<file path="src/tds_pkg.sv">
// Shared constants, types and helpers of the tridiagonal solver.
`timescale 1ns / 1ps
package tds_pkg;
  localparam int MaxRows = 64;
  localparam int FracBits = 16;
  localparam int RowW = $clog2(MaxRows);
  localparam int SizeW = 7;
  localparam int DataW = 32;
  localparam int NumW = 2 * DataW;
  localparam logic REQ_MATRIX = 1'b0;
  localparam logic REQ_RHS = 1'b1;

  typedef struct packed {
    logic start;
    logic signed [NumW-1:0] num;
    logic signed [DataW-1:0] den;
  } div_req_t;

  typedef struct packed {
    logic done;
    logic zero_den;
    logic sat;
    logic signed [DataW-1:0] quo;
  } div_rsp_t;

  function automatic logic [DataW:0] sat_sub(input logic signed [DataW-1:0] a,
                                             input logic signed [DataW-1:0] b);
    logic signed [DataW:0] d;
    d = {a[DataW-1], a} - {b[DataW-1], b};
    if (d[DataW] != d[DataW-1])
      sat_sub = {1'b1, d[DataW], {(DataW-1){~d[DataW]}}};
    else
      sat_sub = {1'b0, d[DataW-1:0]};
  endfunction
endpackage

</file>
<file path="src/tds_divider.sv">
// Radix-2 signed divider, 64-bit dividend by 32-bit divisor, truncating, saturated.
`timescale 1ns / 1ps
module tds_divider (
  input  logic              clk,
  input  logic              rst_n,
  input  tds_pkg::div_req_t req,
  output tds_pkg::div_rsp_t rsp
);
  import tds_pkg::*;

  localparam int CntW = $clog2(NumW + 1);

  logic              busy_r, busy_nxt;
  logic [CntW-1:0]   cnt_r, cnt_nxt;
  logic [NumW-1:0]   quo_r, quo_nxt;
  logic [DataW-1:0]  rem_r, rem_nxt;
  logic [DataW-1:0]  den_r, den_nxt;
  logic              neg_r, neg_nxt;
  logic              zero_r, zero_nxt;
  logic              done_r, done_nxt;
  logic [DataW:0]    trial;
  logic [DataW:0]    shifted;
  logic [NumW-1:0]   q_final;
  logic signed [NumW:0] q_signed;
  logic              q_sat;
  logic signed [DataW-1:0] q_out;

  always_comb begin
    shifted = {rem_r, quo_r[NumW-1]};
    trial = shifted - {1'b0, den_r};
    busy_nxt = busy_r;
    cnt_nxt = cnt_r;
    quo_nxt = quo_r;
    rem_nxt = rem_r;
    den_nxt = den_r;
    neg_nxt = neg_r;
    zero_nxt = zero_r;
    done_nxt = 1'b0;
    if (req.start) begin
      busy_nxt = (req.den != '0);
      done_nxt = (req.den == '0);
      zero_nxt = (req.den == '0);
      cnt_nxt = CntW'(NumW);
      quo_nxt = req.num[NumW-1] ? NumW'(-req.num) : req.num;
      den_nxt = req.den[DataW-1] ? DataW'(-req.den) : req.den;
      neg_nxt = req.num[NumW-1] ^ req.den[DataW-1];
      rem_nxt = '0;
    end else if (busy_r) begin
      if (!trial[DataW]) begin
        rem_nxt = trial[DataW-1:0];
        quo_nxt = {quo_r[NumW-2:0], 1'b1};
      end else begin
        rem_nxt = shifted[DataW-1:0];
        quo_nxt = {quo_r[NumW-2:0], 1'b0};
      end
      cnt_nxt = cnt_r - 1'b1;
      if (cnt_r == CntW'(1)) begin
        busy_nxt = 1'b0;
        done_nxt = 1'b1;
      end
    end
  end

  always_ff @(posedge clk) begin
    if (!rst_n) begin
      busy_r <= 1'b0;
      done_r <= 1'b0;
    end else begin
      busy_r <= busy_nxt;
      done_r <= done_nxt;
    end
    cnt_r <= cnt_nxt;
    quo_r <= quo_nxt;
    rem_r <= rem_nxt;
    den_r <= den_nxt;
    neg_r <= neg_nxt;
    zero_r <= zero_nxt;
  end

  always_comb begin
    q_final = quo_r;
    q_signed = neg_r ? -$signed({1'b0, q_final}) : $signed({1'b0, q_final});
    q_sat = 1'b0;
    q_out = q_signed[DataW-1:0];
    if (q_signed > $signed((NumW+1)'(32'h7fffffff))) begin
      q_sat = 1'b1;
      q_out = 32'sh7fffffff;
    end else if (q_signed < -$signed((NumW+1)'(33'h080000000))) begin
      q_sat = 1'b1;
      q_out = 32'sh80000000;
    end
    rsp.done = done_r;
    rsp.zero_den = zero_r;
    rsp.sat = zero_r ? 1'b0 : q_sat;
    rsp.quo = zero_r ? '0 : q_out;
  end
endmodule

</file>
<file path="config.mk">
export PLATFORM = sky130hd
export DESIGN_NAME = tds_divider
export DESIGN_NICKNAME = d
export VERILOG_FILES = /design/src/tds_pkg.sv /design/src/tds_divider.sv
export SDC_FILE = /design/constraint.sdc
export NUM_CORES = 1
export LEC_CHECK = 0
export BUFFER_PORTS_ARGS = -buffer_cell sky130_fd_sc_hd__buf_2
export CORE_MARGIN = 2
export CORE_UTILIZATION = 50
export DETAILED_ROUTE_END_ITERATION = 7
export GPL_ROUTABILITY_DRIVEN = 0
export PLACE_DENSITY = 0.7
export REMOVE_ABC_BUFFERS = 1
export SYNTH_ARGS = -nofsm -noshare
export SYNTH_HDL_FRONTEND = slang
export SYNTH_SLANG_ARGS = --single-unit
export TNS_END_PERCENT = 50
</file>
<file path="constraint.sdc">
create_clock -name clk -period 5.6 [get_ports clk]
set_clock_uncertainty 0.15 [all_clocks]
set_input_delay 0.56 -clock clk [delete_from_list [all_inputs] [get_ports clk]]
set_output_delay 0.56 -clock clk [all_outputs]
set_load 0.02 [all_outputs]
</file>
==> results_dict.tcl <==
set metrics [dict create \
    irDropWorstVdd_v 0.000163 \
    syn_avg_cell_area_um2 8.43 \
    root_buffer "clkbuf_16" \
    nFillCells 2069 \
    arrival_ns 4.68 \
    setup_viol 0 \
    ys_seq_elements 139 \
    die_h_um 154 \
    post-route-min-period_ns 5.39 \
    final_cell_mix "nor2_1 (134), buf_2 (132), xor2_1 (105)" \
    synth_ff_type "edfxtp_1" \
    p_per_area_nw_per_um2 269 \
    track_usage_pct 24.4 \
    max_stage_delay_ns 0.64 \
    grt_max_degree 109 \
    maxCapViolCount 0 \
    tightest_slew_ns 1.10 \
    cts.sinks 139 \
    hold_violations 0 \
    synth_cells 1341 \
    numCtsBuffers 17 \
    cp_num_buf_inv 1 \
    dieWidth_um 154 \
    start_kind "flop" \
    placedCellCount 1692 \
    power.leakage_nw 4.90 \
    seqPwrFrac_pct 39.6 \
    overflow 0 \
    num_rows 55 \
    drtIter0Drc 762 \
    vias_per_cell 6.05 \
    ant_nets 0 \
    cp.required_ns 4.89 \
    wl_per_cell_um 17.0 \
    slew_headroom_pct 26.6 \
    fin_nets 1563 \
    start_util_pct 50.4 \
    drc 0 \
    critical_path.startpoint "q_final[12]$_DFFE_PP_" \
    layout-drive-gt1-share_pct 15.1 \
    crit_chain "or4_4 -> or4_4 -> or4_4 -> or4_4 -> a211oi_2 -> o2111ai_1 -> nor4_1 -> nand4_1 -> nand3b_4 -> o21ai_1 -> buf_2" \
    rsz0062_at_grt "false" \
    syn_area_um2 11300 \
    comb_power_share_pct 27.5 \
    slowest_stage "or4_4" \
    num_antenna_cells 0 \
    cts_buffer_depth 2 \
    clk_pin_slew_ns 0.06 \
    grt_pass1_vias 9897 \
    r2r-start "q_final[63]$_DFFE_PP_" \
    reg2reg_depth 14 \
    drt-total-wl_um 29300 \
    dr.pass1.iters 5 \
    finalCoreUtilization_pct 56.8 \
    dieArea_um2 23800 \
    cts_setup_buffers 0 \
    cts_hold_buf 0 \
    synth_edf_count 98 \
    io_buffer_count 133 \
    dp_hpwl_um 21600 \
    worst-setup-path-type "reg2out" \
    clock_latency_ns 0.42 \
    ys_types 74 \
    status "complete, no violations" \
    end_kind "primary output" \
    ys_seq_area_share_pct 33.3 \
    async_flop_share_pct 0 \
    pin_count 134 \
    antenna_found_initial 0 \
    hp-class "in2reg" \
    yosysWarnings 0 \
    vias 10400 \
    core_area_um2 22400 \
    clkPwrFrac_pct 32.9 \
    cts_tree "done" \
    maxSlewViolCount 0 \
    p_int_w 0.00229 \
    cp.depth 11 \
    grt_pass1_wl_um 47900 \
    period_share_pct 96.3 \
    hp-start "req[0]" \
    holdPathStages 1 \
    final_common_cell "nor2_1" \
    crit_path_frequent_cell "or4_4" \
    power.switching_w 0.00114 \
    cts_max_level 4 \
    final_cells 1724 \
    critical_path.top_delay_family "simple AND/OR/NAND/NOR gates" \
    swShare_pct 33.2 \
    fmax_ghz 0.185 \
    area_delta_synth_final_pct 12.7 \
    cp_max_fo 31 \
]
[flip-flops by register name, summed over array words and instances, names as in the netlist]
signal	flops
cnt_r	7
busy_r	1
q_final	64
done_r	1
den_r	32
zero_r	1
rem_r	32
neg_r	1
[repair_timing]
item                       4_1_cts  5_1_grt
resized for setup                1        5
pin swaps                        0        1
setup endpoints to repair       22       31
[cells by family (layout without fill, tap and decap cells)]
| family | count (synthesis) | count (layout) | synth area share (%) |
|---|---|---|---|
| xor+xnor | 180 | 180 | 13.9 |
| flops | 139 | 139 | 33.3 |
| buf+inv | 145 | 243 | 5.26 |
| compound gates | 369 | 369 | 21.2 |
| mux | 27 | 27 | 2.40 |
| simple gates | 443 | 443 | 19.6 |
| fa+ha+maj | 38 | 38 | 4.27 |
[through the flow]
| stage | setup slack [ns] | cell area [um^2] | total power, W | hold slack (ns) | setup TNS, ns |
|---|---|---|---|---|---|
| finish | 0.205 | 12700 | 0.00343 | 0.203 | 0 |
| floorplan | -0.145 | 10900 | 0.00201 | 0.316 | -2.92 |
| global route | 0.00327 | 12700 | 0.00361 | 0.193 | 0 |
| detailed placement | 0.401 | 12100 | 0.00231 | 0.338 | 0 |
| CTS | 0.0159 | 12700 | 0.00344 | 0.191 | 0 |
| global placement | 0.511 | 12100 | 0.00229 | 0.333 | 0 |
[Yosys cell counts (all sizes together) (9+ instances only)]
library cell    n  area, um^2
o41ai          22         193
nand2b         13        81.3
a21o           13        97.6
nor2          134         503
dfxtp          41         821
edfxtp         98        2940
xor2          106         928
nand4          23         144
xnor2          74         648
nor2b           9        56.3
or2            11        68.8
nand3          17        85.1
nand2          95         357
nor3           33         165
a211oi         30         230
a21oi         107         569
o21ai          92         464
buf            11        88.8
inv            64         240
o31ai          40         305
mux2i          26         260
and3            9        56.3
a31oi          11        68.8
ha             37         463
or4            30         236
clkbuf         70         265
nor4           28         181
or3            25         156
[cell type report]
type / instances / area, um^2 / share of cell area, %
tap: 285 / 357 / 2.80
timing repair buffer: 147 / 790 / 6.20
inverter: 64 / 240 / 1.89
clock inverter: 12 / 136 / 1.07
clock buffer: 20 / 447 / 3.51
sequential: 139 / 3760 / 29.5
multi-input combinational: 1057 / 7010 / 55.0
[power by group through the flow]
stage	Sequential [W]	Clock, W	Combinational [W]
6_report	0.00136	0.00113	0.000943
5_1_grt	0.00137	0.00119	0.00105
4_1_cts	0.00135	0.00114	0.000939
3_5_place_dp	0.00137	0	0.000933
3_3_place_gp	0.00137	0	0.000918
2_1_floorplan	0.00134	0	0.000663
[worst reg2reg max path: cells and delay by family, from the launching register on]
family	cells	cell delay, ns
compound gates	6	1.70
simple gates	2	0.35
fa+ha+maj	2	0.63
flops	1	0.57
buf+inv	2	0.38
xor+xnor	1	0.20
mux	1	0.13
[routing by layer]
layer	part of all wire [%]	GRT usage [%]	vias up
met3	5.9	4.93	90
met1	43	30.7	4904
li1	-	-	5096
met5	0	0	-
met4	3.3	9.35	0
met2	48	41.6	348
[path summary, 6_finish.rpt]
check             slack, ns                endpoint
setup / recovery       0.21                  rsp[2]
hold / removal         0.20      den_r[0]$_DFFE_PP_
setup reg to reg       1.38  rem_r[12]$_SDFFE_PP0P_
hold reg to reg        0.34   cnt_r[1]$_SDFFE_PP0P_
(Power assumes the default switching activity.)
